$ cat src/rtl/shce_pkg.sv
// Shared types and constants of the stick HSV colour editor.
// Used by the sequencer, the datapath and the top level; depends on nothing.
package shce_pkg;

  localparam int unsigned STEP_W = 4;
  localparam int unsigned APB_AW = 3;

  localparam logic [14:0] DEAD_ZONE_RST = 15'd8000;
  localparam logic        REG_DEAD_ZONE = 1'b0;

  typedef enum logic [3:0] {
    OP_SAT_MUL,
    OP_SAT_UPD,
    OP_VAL_UPD,
    OP_SETUP,
    OP_SR_MUL,
    OP_X_SUB,
    OP_LO_MUL,
    OP_HI_MUL,
    OP_SUM,
    OP_DIV_MUL,
    OP_STORE,
    OP_FINISH
  } op_e;

  typedef struct packed {
    op_e               op;
    logic              jump;
    logic [STEP_W-1:0] target;
  } ucode_t;

  typedef struct packed {
    logic run;
    logic capture;
    op_e  op;
  } dp_ctrl_t;

  typedef struct packed {
    logic k_last;
    logic out_free;
  } seq_status_t;

endpackage

$ cat src/rtl/stick_hsv_color_editor_unit.sv
// Stick HSV colour editor: takes one stick sample per request, steps the hue,
// saturation and value, and returns the colour as 24-bit RGB with its palette
// slot. The block accepts a request and stalls its input while the microprogram
// runs, taking no new request before it is through; the last step waits while a
// stalled result holds the output register. The microprogram has four steps that
// update the colour state and prepare the conversion, seven steps for each of the
// four components v, p, q and t, and one that hands over the result. The single
// shared 24 by 19 bit multiplier is used eighteen times per request, twice for the
// saturation and value steps and four times for each component. A finished colour
// waits in an output register, so the next request can be taken while it is still
// held. The dead zone register sits at byte address 0 of the APB port. Depends on
// shce_pkg, shce_sequencer and shce_datapath.
module stick_hsv_color_editor_unit
  import shce_pkg::*;
(
  input  logic               clk_i,
  input  logic               rst_ni,
  input  logic               psel,
  input  logic               penable,
  input  logic               pwrite,
  input  logic [APB_AW-1:0]  paddr,
  input  logic [31:0]        pwdata,
  output logic [31:0]        prdata,
  output logic               pready,
  input  logic               in_valid_i,
  output logic               in_stall_o,
  input  logic signed [15:0] hue_stick_i,
  input  logic signed [15:0] sat_stick_i,
  input  logic signed [15:0] val_stick_i,
  input  logic [7:0]         global_level_i,
  input  logic [1:0]         slot_in_i,
  output logic               out_valid_o,
  input  logic               out_stall_i,
  output logic [23:0]        rgb_color_o,
  output logic [1:0]         slot_out_o
);

  logic [14:0] dead_zone_q;
  logic        out_valid_q, out_valid_d;
  logic [23:0] rgb_q;
  logic [1:0]  slot_q;

  dp_ctrl_t    dp_ctrl;
  seq_status_t seq_status;
  logic        seq_busy;
  logic        seq_done;
  logic        k_last;
  logic [23:0] dp_rgb;
  logic [1:0]  dp_slot;
  logic        cfg_wr;
  logic        in_acc;

  assign pready = 1'b1;
  assign cfg_wr = psel && penable && pwrite && pready;
  assign prdata = (paddr[2] == REG_DEAD_ZONE) ? {17'd0, dead_zone_q} : '0;

  assign in_stall_o = seq_busy;
  assign in_acc     = in_valid_i && !in_stall_o;

  assign seq_status.k_last   = k_last;
  assign seq_status.out_free = !out_valid_q || !out_stall_i;

  shce_sequencer u_seq (
    .clk_i    (clk_i),
    .rst_ni   (rst_ni),
    .start_i  (in_valid_i),
    .status_i (seq_status),
    .ctrl_o   (dp_ctrl),
    .busy_o   (seq_busy),
    .done_o   (seq_done)
  );

  shce_datapath u_dp (
    .clk_i          (clk_i),
    .rst_ni         (rst_ni),
    .ctrl_i         (dp_ctrl),
    .dead_zone_i    (dead_zone_q),
    .hue_stick_i    (hue_stick_i),
    .sat_stick_i    (sat_stick_i),
    .val_stick_i    (val_stick_i),
    .global_level_i (global_level_i),
    .slot_in_i      (slot_in_i),
    .rgb_o          (dp_rgb),
    .slot_o         (dp_slot),
    .k_last_o       (k_last)
  );

  always_comb begin
    out_valid_d = out_valid_q;
    if (seq_done) begin
      out_valid_d = 1'b1;
    end else if (!out_stall_i) begin
      out_valid_d = 1'b0;
    end
  end

  always_ff @(posedge clk_i or negedge rst_ni) begin
    if (!rst_ni) begin
      dead_zone_q <= DEAD_ZONE_RST;
      out_valid_q <= 1'b0;
    end else begin
      if (cfg_wr && (paddr[2] == REG_DEAD_ZONE)) begin
        dead_zone_q <= pwdata[14:0];
      end
      out_valid_q <= out_valid_d;
    end
  end

  always_ff @(posedge clk_i) begin
    if (seq_done) begin
      rgb_q  <= dp_rgb;
      slot_q <= dp_slot;
    end
  end

  assign out_valid_o = out_valid_q;
  assign rgb_color_o = rgb_q;
  assign slot_out_o  = slot_q;

`ifndef SYNTHESIS
  a_busy_after_request : assert property (@(posedge clk_i) disable iff (!rst_ni)
    in_acc |=> in_stall_o)
    else $error("Sequencer did not start on an accepted request.");

  a_valid_from_done : assert property (@(posedge clk_i) disable iff (!rst_ni)
    $rose(out_valid_q) |-> $past(seq_done))
    else $error("Result appeared without the microprogram finishing.");

  a_done_needs_room : assert property (@(posedge clk_i) disable iff (!rst_ni)
    seq_done |-> (!out_valid_q || !out_stall_i))
    else $error("Microprogram finished onto a held result.");
`endif

endmodule

$ cat src/rtl/shce_sequencer.sv
// Microcode sequencer: step counter, control store and conditional jumps.
// Depends on shce_pkg for the control word and status types.
module shce_sequencer
  import shce_pkg::*;
(
  input  logic        clk_i,
  input  logic        rst_ni,
  input  logic        start_i,
  input  seq_status_t status_i,
  output dp_ctrl_t    ctrl_o,
  output logic        busy_o,
  output logic        done_o
);

  localparam logic [STEP_W-1:0] STEP_COMP_LOOP = 4'd4;

  function automatic ucode_t ucode_word(input logic [STEP_W-1:0] step);
    ucode_t w;
    w = '{op: OP_FINISH, jump: 1'b0, target: '0};
    case (step)
      4'd0:    w.op = OP_SAT_MUL;
      4'd1:    w.op = OP_SAT_UPD;
      4'd2:    w.op = OP_VAL_UPD;
      4'd3:    w.op = OP_SETUP;
      4'd4:    w.op = OP_SR_MUL;
      4'd5:    w.op = OP_X_SUB;
      4'd6:    w.op = OP_LO_MUL;
      4'd7:    w.op = OP_HI_MUL;
      4'd8:    w.op = OP_SUM;
      4'd9:    w.op = OP_DIV_MUL;
      4'd10:   w = '{op: OP_STORE, jump: 1'b1, target: STEP_COMP_LOOP};
      default: w.op = OP_FINISH;
    endcase
    return w;
  endfunction

  logic              busy_q, busy_d;
  logic [STEP_W-1:0] step_q, step_d;
  ucode_t            word;

  assign word = ucode_word(step_q);

  always_comb begin
    busy_d = busy_q;
    step_d = step_q;
    if (!busy_q) begin
      if (start_i) begin
        busy_d = 1'b1;
        step_d = '0;
      end
    end else if (word.op == OP_FINISH) begin
      if (status_i.out_free) begin
        busy_d = 1'b0;
        step_d = '0;
      end
    end else if (word.jump && !status_i.k_last) begin
      step_d = word.target;
    end else begin
      step_d = step_q + 1'b1;
    end
  end

  always_comb begin
    ctrl_o.run     = busy_q;
    ctrl_o.capture = start_i && !busy_q;
    ctrl_o.op      = word.op;
    busy_o         = busy_q;
    done_o         = busy_q && (word.op == OP_FINISH) && status_i.out_free;
  end

  always_ff @(posedge clk_i or negedge rst_ni) begin
    if (!rst_ni) begin
      busy_q <= 1'b0;
      step_q <= '0;
    end else begin
      busy_q <= busy_d;
      step_q <= step_d;
    end
  end

endmodule

$ cat src/rtl/shce_datapath.sv
// Datapath of the colour editor: HSV accumulators, one shared multiplier and the
// HSV to RGB conversion registers. Depends on shce_pkg for the control types.
module shce_datapath
  import shce_pkg::*;
(
  input  logic               clk_i,
  input  logic               rst_ni,
  input  dp_ctrl_t           ctrl_i,
  input  logic [14:0]        dead_zone_i,
  input  logic signed [15:0] hue_stick_i,
  input  logic signed [15:0] sat_stick_i,
  input  logic signed [15:0] val_stick_i,
  input  logic [7:0]         global_level_i,
  input  logic [1:0]         slot_in_i,
  output logic [23:0]        rgb_o,
  output logic [1:0]         slot_o,
  output logic               k_last_o
);

  localparam logic signed [23:0] HUE_FULL = 24'sd2949120;
  localparam logic [18:0]        SECTOR   = 19'd491520;
  localparam logic [34:0]        WHOLE    = 35'd32212254720;
  localparam logic [18:0]        K_STEP   = 19'd5243;
  localparam logic [18:0]        K_DIV15  = 19'd8739;
  localparam logic [21:0]        HUE_RST  = 22'd983040;
  localparam logic [16:0]        SAT_RST  = 17'd65536;
  localparam logic [16:0]        VAL_RST  = 17'd32896;
  localparam logic [1:0]         COMP_V   = 2'd0;
  localparam logic [1:0]         COMP_P   = 2'd1;
  localparam logic [1:0]         COMP_Q   = 2'd2;
  localparam logic [1:0]         COMP_T   = 2'd3;

  function automatic logic [15:0] magnitude(input logic [15:0] x);
    return x[15] ? (~x + 16'd1) : x;
  endfunction

  function automatic logic [16:0] nudge(input logic [16:0] acc, input logic [27:0] prodv,
                                        input logic dec);
    logic [27:0]        rounded;
    logic [11:0]        step;
    logic signed [18:0] r;
    rounded = prodv + 28'd32768;
    step    = rounded[27:16];
    if (dec) begin
      r = $signed({2'b00, acc}) - $signed({7'd0, step});
    end else begin
      r = $signed({2'b00, acc}) + $signed({7'd0, step});
    end
    if (r < 0) begin
      return '0;
    end else if (r > 19'sd65536) begin
      return 17'd65536;
    end
    return r[16:0];
  endfunction

  // Captured request.
  logic signed [15:0] hs_q, ss_q, vs_q;
  logic [7:0]         level_q;
  logic [1:0]         slot_q;

  // Colour state.
  logic [21:0] hue_q, hue_d;
  logic [16:0] sat_q, sat_d;
  logic [16:0] val_q, val_d;
  logic [1:0]  k_q, k_d;

  // Conversion working registers.
  logic [42:0] prod_q, prod_d;
  logic [23:0] v255_q, v255_d;
  logic [2:0]  sector_q, sector_d;
  logic [18:0] rem_q, rem_d;
  logic [34:0] x_q, x_d;
  logic [41:0] lo_q, lo_d;
  logic [11:0] y_q, y_d;
  logic [7:0]  comp_q [4];
  logic [7:0]  comp_d [4];

  logic [15:0]        hue_mag, sat_mag, val_mag;
  logic               hue_act, sat_act, val_act;
  logic signed [23:0] hue_sum, hue_wrap;
  logic [23:0]        mul_a;
  logic [18:0]        mul_b;
  logic [42:0]        mul_p;
  logic [18:0]        r_sel;
  logic [58:0]        sum_w;
  logic [8:0]         quot;
  logic [21:0]        sec_base;
  logic [2:0]         sec_num;
  logic [7:0]         red, green, blue;

  assign hue_mag = magnitude(hs_q);
  assign sat_mag = magnitude(ss_q);
  assign val_mag = magnitude(vs_q);
  assign hue_act = hue_mag > {1'b0, dead_zone_i};
  assign sat_act = sat_mag > {1'b0, dead_zone_i};
  assign val_act = val_mag > {1'b0, dead_zone_i};

  always_comb begin
    hue_sum  = $signed({2'b00, hue_q}) + 24'(hs_q);
    hue_wrap = hue_sum;
    if (hue_sum < 0) begin
      hue_wrap = hue_sum + HUE_FULL;
    end else if (hue_sum >= HUE_FULL) begin
      hue_wrap = hue_sum - HUE_FULL;
    end
  end

  always_comb begin
    if (hue_q >= 22'(5 * SECTOR)) begin
      sec_num  = 3'd5;
      sec_base = 22'(5 * SECTOR);
    end else if (hue_q >= 22'(4 * SECTOR)) begin
      sec_num  = 3'd4;
      sec_base = 22'(4 * SECTOR);
    end else if (hue_q >= 22'(3 * SECTOR)) begin
      sec_num  = 3'd3;
      sec_base = 22'(3 * SECTOR);
    end else if (hue_q >= 22'(2 * SECTOR)) begin
      sec_num  = 3'd2;
      sec_base = 22'(2 * SECTOR);
    end else if (hue_q >= 22'(SECTOR)) begin
      sec_num  = 3'd1;
      sec_base = 22'(SECTOR);
    end else begin
      sec_num  = 3'd0;
      sec_base = '0;
    end
  end

  always_comb begin
    case (k_q)
      COMP_V:  r_sel = '0;
      COMP_P:  r_sel = SECTOR;
      COMP_Q:  r_sel = rem_q;
      default: r_sel = SECTOR - rem_q;
    endcase
  end

  always_comb begin
    mul_a = '0;
    mul_b = '0;
    case (ctrl_i.op)
      OP_SAT_MUL: begin
        mul_a = 24'(sat_mag);
        mul_b = K_STEP;
      end
      OP_SAT_UPD: begin
        mul_a = 24'(val_mag);
        mul_b = K_STEP;
      end
      OP_SR_MUL: begin
        mul_a = 24'(sat_q);
        mul_b = r_sel;
      end
      OP_LO_MUL: begin
        mul_a = v255_q;
        mul_b = 19'(x_q[17:0]);
      end
      OP_HI_MUL: begin
        mul_a = v255_q;
        mul_b = 19'(x_q[34:18]);
      end
      OP_DIV_MUL: begin
        mul_a = 24'(y_q);
        mul_b = K_DIV15;
      end
      default: begin
        mul_a = '0;
        mul_b = '0;
      end
    endcase
  end

  assign mul_p = {19'd0, mul_a} * {24'd0, mul_b};
  assign sum_w = {prod_q[40:0], 18'd0} + {17'd0, lo_q};
  assign quot  = prod_q[25:17];

  always_comb begin
    hue_d    = hue_q;
    sat_d    = sat_q;
    val_d    = val_q;
    k_d      = k_q;
    prod_d   = prod_q;
    v255_d   = v255_q;
    sector_d = sector_q;
    rem_d    = rem_q;
    x_d      = x_q;
    lo_d     = lo_q;
    y_d      = y_q;
    comp_d   = comp_q;
    if (ctrl_i.run) begin
      case (ctrl_i.op)
        OP_SAT_MUL: begin
          prod_d = mul_p;
          if (hue_act) begin
            hue_d = hue_wrap[21:0];
          end
        end
        OP_SAT_UPD: begin
          prod_d = mul_p;
          if (sat_act) begin
            sat_d = nudge(sat_q, prod_q[27:0], !ss_q[15]);
          end
        end
        OP_VAL_UPD: begin
          if (val_act) begin
            val_d = nudge(val_q, prod_q[27:0], !vs_q[15]);
          end else begin
            val_d = {1'b0, level_q, level_q};
          end
        end
        OP_SETUP: begin
          v255_d   = 24'(({8'd0, val_q} << 8) - {8'd0, val_q});
          sector_d = sec_num;
          rem_d    = 19'(hue_q - sec_base);
          k_d      = '0;
        end
        OP_SR_MUL:  prod_d = mul_p;
        OP_X_SUB:   x_d = WHOLE - prod_q[34:0];
        OP_LO_MUL:  prod_d = mul_p;
        OP_HI_MUL: begin
          lo_d   = prod_q[41:0];
          prod_d = mul_p;
        end
        OP_SUM:     y_d = sum_w[58:47];
        OP_DIV_MUL: prod_d = mul_p;
        OP_STORE: begin
          comp_d[k_q] = quot[8] ? 8'hFF : quot[7:0];
          k_d         = k_q + 2'd1;
        end
        default: begin
          k_d = k_q;
        end
      endcase
    end
  end

  always_comb begin
    case (sector_q)
      3'd0: begin
        red = comp_q[COMP_V]; green = comp_q[COMP_T]; blue = comp_q[COMP_P];
      end
      3'd1: begin
        red = comp_q[COMP_Q]; green = comp_q[COMP_V]; blue = comp_q[COMP_P];
      end
      3'd2: begin
        red = comp_q[COMP_P]; green = comp_q[COMP_V]; blue = comp_q[COMP_T];
      end
      3'd3: begin
        red = comp_q[COMP_P]; green = comp_q[COMP_Q]; blue = comp_q[COMP_V];
      end
      3'd4: begin
        red = comp_q[COMP_T]; green = comp_q[COMP_P]; blue = comp_q[COMP_V];
      end
      default: begin
        red = comp_q[COMP_V]; green = comp_q[COMP_P]; blue = comp_q[COMP_Q];
      end
    endcase
  end

  assign rgb_o    = {red, green, blue};
  assign slot_o   = slot_q;
  assign k_last_o = (k_q == COMP_T);

  always_ff @(posedge clk_i or negedge rst_ni) begin
    if (!rst_ni) begin
      hue_q <= HUE_RST;
      sat_q <= SAT_RST;
      val_q <= VAL_RST;
      k_q   <= '0;
    end else begin
      hue_q <= hue_d;
      sat_q <= sat_d;
      val_q <= val_d;
      k_q   <= k_d;
    end
  end

  always_ff @(posedge clk_i) begin
    if (ctrl_i.capture) begin
      hs_q    <= hue_stick_i;
      ss_q    <= sat_stick_i;
      vs_q    <= val_stick_i;
      level_q <= global_level_i;
      slot_q  <= slot_in_i;
    end
    prod_q   <= prod_d;
    v255_q   <= v255_d;
    sector_q <= sector_d;
    rem_q    <= rem_d;
    x_q      <= x_d;
    lo_q     <= lo_d;
    y_q      <= y_d;
    comp_q   <= comp_d;
  end

endmodule
$ cat config.mk
export PLATFORM = sky130hd
export DESIGN_NAME = stick_hsv_color_editor_unit
export DESIGN_NICKNAME = d
export VERILOG_FILES = /design/src/rtl/shce_pkg.sv /design/src/rtl/stick_hsv_color_editor_unit.sv /design/src/rtl/shce_sequencer.sv /design/src/rtl/shce_datapath.sv
export SDC_FILE = /design/constraint.sdc
export NUM_CORES = 2
export LEC_CHECK = 0
export ABC_AREA = 1
export BUFFER_PORTS_ARGS = -buffer_cell sky130_fd_sc_hd__buf_2
export CELL_PAD_IN_SITES_DETAIL_PLACEMENT = 0
export CELL_PAD_IN_SITES_GLOBAL_PLACEMENT = 1
export CORE_ASPECT_RATIO = 1.75
export CORE_MARGIN = 10
export CORE_UTILIZATION = 35
export DETAILED_ROUTE_END_ITERATION = 7
export PLACE_DENSITY_LB_ADDON = 0.08
export RECOVER_POWER = 100
export SLEW_MARGIN = 20
export SYNTH_ARGS = -nofsm -noshare
export SYNTH_HDL_FRONTEND = slang
export SYNTH_SLANG_ARGS = --single-unit
$ cat constraint.sdc
create_clock -name clk_i -period 9.05 [get_ports clk_i]
set_clock_uncertainty 0.1 [all_clocks]
set_input_delay 1.3575 -clock clk_i [delete_from_list [all_inputs] [get_ports clk_i]]
set_output_delay 1.3575 -clock clk_i [all_outputs]
set_load 0.1 [all_outputs]
==> impl_summary.md <==
STA
The minimum clock period is between 8000 and 9000 ps. Setup violations remaining at the end of the flow were counted as 0. The final number of hold-violating endpoints was 0.

For the pin with the worst max-slew slack, the measured transition is 3480 ps. The number of pins with negative max-slew slack in the final report came to roughly 320. Measured against its own limit, the worst slew margin works out to -132%. Setup repair after global routing left no endpoint under its margin. For this run, the top clock speed supported by timing is 117 MHz. The sum of negative setup slack is 0 ps. The period utilization is 94.7%.

Clock tree
The total of hold buffers inserted after clock tree synthesis is 0. Clock tree synthesis found a total of 354 sinks. The clock passes through at most 3 buffers. The number of levels the H-tree was split into is 2. The total clock buffers created by CTS is 37.

Clock-pin slew was measured on the worst setup and hold paths at roughly 80 ps. The CTS tree is done. Clock latency on the worst-skew pair, taken at its later pin, is 600 ps. The cell sitting at the root of the clock tree is a sky130_fd_sc_hd__clkbuf_16.

Routing
For this block, the initial DRC count from the detailed router was 1655. For this block, wires on met1 add up to 52400 µm. The top layer reached by signal wires is met4. Detailed routing placed a total of ~87000 µm of wire on met2. The antenna violation net count after detailed routing is 0. The detailed-route wire length is 150000 µm. The length of routed met3 wiring is ~3400 µm. Across all layers, the routed design uses approximately 33000 vias. After detailed routing, the number of vias per cell comes to a little under 5.

For this run, the detailed router's first-pass iteration total came to 5. The detailed-route wire length per cell is 22.4 µm. In the routed design, unresolved DRC markers number 0.

Synth
The synthesized design contains 354 register bits. The average instance in the mapped netlist occupies around 7.9 µm². In the synthesized netlist, the number of instances is 4917. The number of enable-type register cells in the synthesized netlist is 275. The sequential area share after synthesis is 26.3%. The most used flip-flop cell after synthesis is sky130_fd_sc_hd__edfxtp_1. After synthesis the cells add up to around 39000 µm². The distinct cell type count after synthesis is 62. The share of async-settable or async-resettable flops after synthesis is 22.3%. The number of synthesis warnings is 0.

Cells and area
The fraction of layout cells with a size suffix above 1 is ~8%. The final net count is ~6000. In the layout the commonest cells are 1197 x sky130_fd_sc_hd__nand2_1, 970 x sky130_fd_sc_hd__inv_1, 460 x sky130_fd_sc_hd__nor2_1. Compared with the post-synthesis result, the final layout area differs by 12.6%.

The library cell used most frequently in the layout, excluding fill and tap cells, is sky130_fd_sc_hd__nand2_1. The final antenna diode count is 0.

Worst setup path
In this run the worst path has a maximum fanout of 15. The launching point of the worst reg2reg path is u_seq.step_q[1]. Data on the critical path arrives at its endpoint at 8790 ps.

The endpoint identified for the worst register-to-register timing path is u_dp.prod_q[41]. The critical path ends at u_dp.prod_q[41]. The worst setup path is launched from a flop. The worst setup path is of the reg2reg kind. STA classifies the critical path endpoint as a flop. On the critical path, the stage with the largest delay is an instance of sky130_fd_sc_hd__fa_1. Measured in cells, the most critical reg-to-reg path has a length of 39. The reg-to-reg setup timing slack is 480 ps. The worst setup path startpoint is u_seq.step_q[1]. The worst endpoint required time is around 9300 ps.

The largest single stage delay on the critical path is 630 ps.

Worst hold path
The min-delay analysis places its worst path in the category reg2reg.

Die
The initialized floorplan defines 162 standard-cell rows. The boundary pin count is 161. The total area inside the core boundary comes to 111000 µm². For this configuration, the core starts out at a cell density of a little over a third. From bottom edge to top edge, the die measures 462 µm. The die is 272 µm wide. The die outline area is 126000 µm².

GRT
The first global-routing pass estimated between 200000 and 250000 µm of wire. The number of antenna violations at the first check in global routing is 0. The largest net degree at the start of global routing is between 50 and 60.

Global routing finished with a remaining overflow of 0. The number of global-route vias before repair came to roughly 35000. Global routing used between 20% and 30% of the available tracks.

Placement
Routability-driven placement finished with a final weighted congestion of 0.916. The number of I/O port buffers is between 100 and 150. The placed wire-length estimate is 126000 µm.

Job
The tool flagged a number of max-cap violations equal to 8.

Status
The run finished, with violations left. The checks that failed: max-capacitance violations, max-slew violations.
state kept, by name (all words and copies together) (netlist names), 19 cells and up:
name and flops:
u_dp.prod_q 42, u_dp.x_q 35, u_dp.comp_q 32, rgb_color_o 24, u_dp.lo_q 24, u_dp.v255_q 24, u_dp.hue_q 22, u_dp.rem_q 19
routing by layer:
| layer | track usage, % | up-vias |
|---|---|---|
| met4 | 10.2 | 0 |
| met5 | 0 | - |
| met3 | 1.64 | 216 |
| met2 | 49.2 | 600 |
| met1 | 23.8 | 16300 |
| li1 | - | 15900 |
worst min path at each step:
stage / from / endpoint / slack [ps] / cells after the start
detailed placement: u_dp.slot_o[1] / slot_out_o[1] / 300 / 0
floorplan: u_dp.slot_o[0] / slot_out_o[0] / 300 / 0
finish: u_dp.slot_o[1] / slot_out_o[1] / 300 / 0
global placement: u_dp.slot_o[0] / slot_out_o[0] / 300 / 0
CTS: u_dp.slot_o[1] / slot_out_o[1] / 300 / 0
global route: u_dp.slot_o[1] / slot_out_o[1] / 300 / 0
through the flow:
| step | std cells | worst slack [ps] | util [%] | instance area (µm²) | hold slack, ps |
|---|---|---|---|---|---|
| 2_1_floorplan | 4939 | 1510 | - | 39100 | 300 |
| 3_3_place_gp | 6633 | 142 | 38.6 | 42800 | 303 |
| 3_5_place_dp | 6633 | 141 | 38.6 | 42800 | 305 |
| 4_1_cts | 6700 | 92.4 | 39.7 | 44100 | 300 |
| 5_1_grt | 6701 | 41.7 | 39.6 | 44000 | 298 |
| 6_report | 6701 | 476 | 39.6 | 44000 | 295 |
layout make-up:
class,count,area (µm²)
Multi-Input combinational cell,3460,24600
Fill cell,11900,67100
Clock inverter,26,273
Sequential cell,354,10300
Clock buffer,41,982
Tap cell,1476,1850
Timing Repair Buffer,349,2310
Inverter,995,3750
repair_timing:
| item | 4_1_cts | 5_1_grt |
|---|---|---|
| resized for setup | 0 | 23 |
| setup endpoints to repair | 0 | 14 |
| buffers inserted | 0 | 1 |
critical path, delay by kind of cell (launching register included):
family	cells	cell delay, ps
adder cells (fa/ha/maj)	8	3720
AO/OA/AOI/OAI	4	790
AND/OR/NAND/NOR	13	1560
flip-flops	1	440
XOR/XNOR	1	150
buffers and inverters	13	1510
Yosys cell counts (53+ instances only):
cell | n | area, µm²
sky130_fd_sc_hd__buf_2 | 53 | 265
sky130_fd_sc_hd__xor2_1 | 136 | 1190
sky130_fd_sc_hd__o21ai_0 | 139 | 696
sky130_fd_sc_hd__fa_1 | 378 | 7570
sky130_fd_sc_hd__dfrtp_1 | 66 | 1650
sky130_fd_sc_hd__edfxtp_1 | 275 | 8260
sky130_fd_sc_hd__nor2_1 | 465 | 1750
sky130_fd_sc_hd__ha_1 | 300 | 3750
sky130_fd_sc_hd__nor3_1 | 64 | 320
sky130_fd_sc_hd__nand2_1 | 1198 | 4500
sky130_fd_sc_hd__inv_1 | 976 | 3660
sky130_fd_sc_hd__nand4_1 | 68 | 425
sky130_fd_sc_hd__a21oi_1 | 223 | 1120
sky130_fd_sc_hd__nand3_1 | 211 | 1060
logic make-up (layout without fill, tap and decap cells):
| group | after synthesis | in the layout | share of synthesized area (%) |
|---|---|---|---|
| buffers and inverters | 1125 | 1411 | 11.3 |
| DFF | 354 | 354 | 26.3 |
| xor gates and xnor gates | 181 | 181 | 4.06 |
| other | 2 | 24 | 0.0192 |
| adders and majority gates | 678 | 678 | 29.0 |
| and+or+nand+nor | 2071 | 2071 | 21.8 |
| muxes | 4 | 4 | 0.106 |
| AOI/OAI and AO/OA | 502 | 502 | 7.51 |
Power is left out: the tool's default activity adds up to more than one toggle a clock period on the data nets, which glitch-free logic cannot reach.
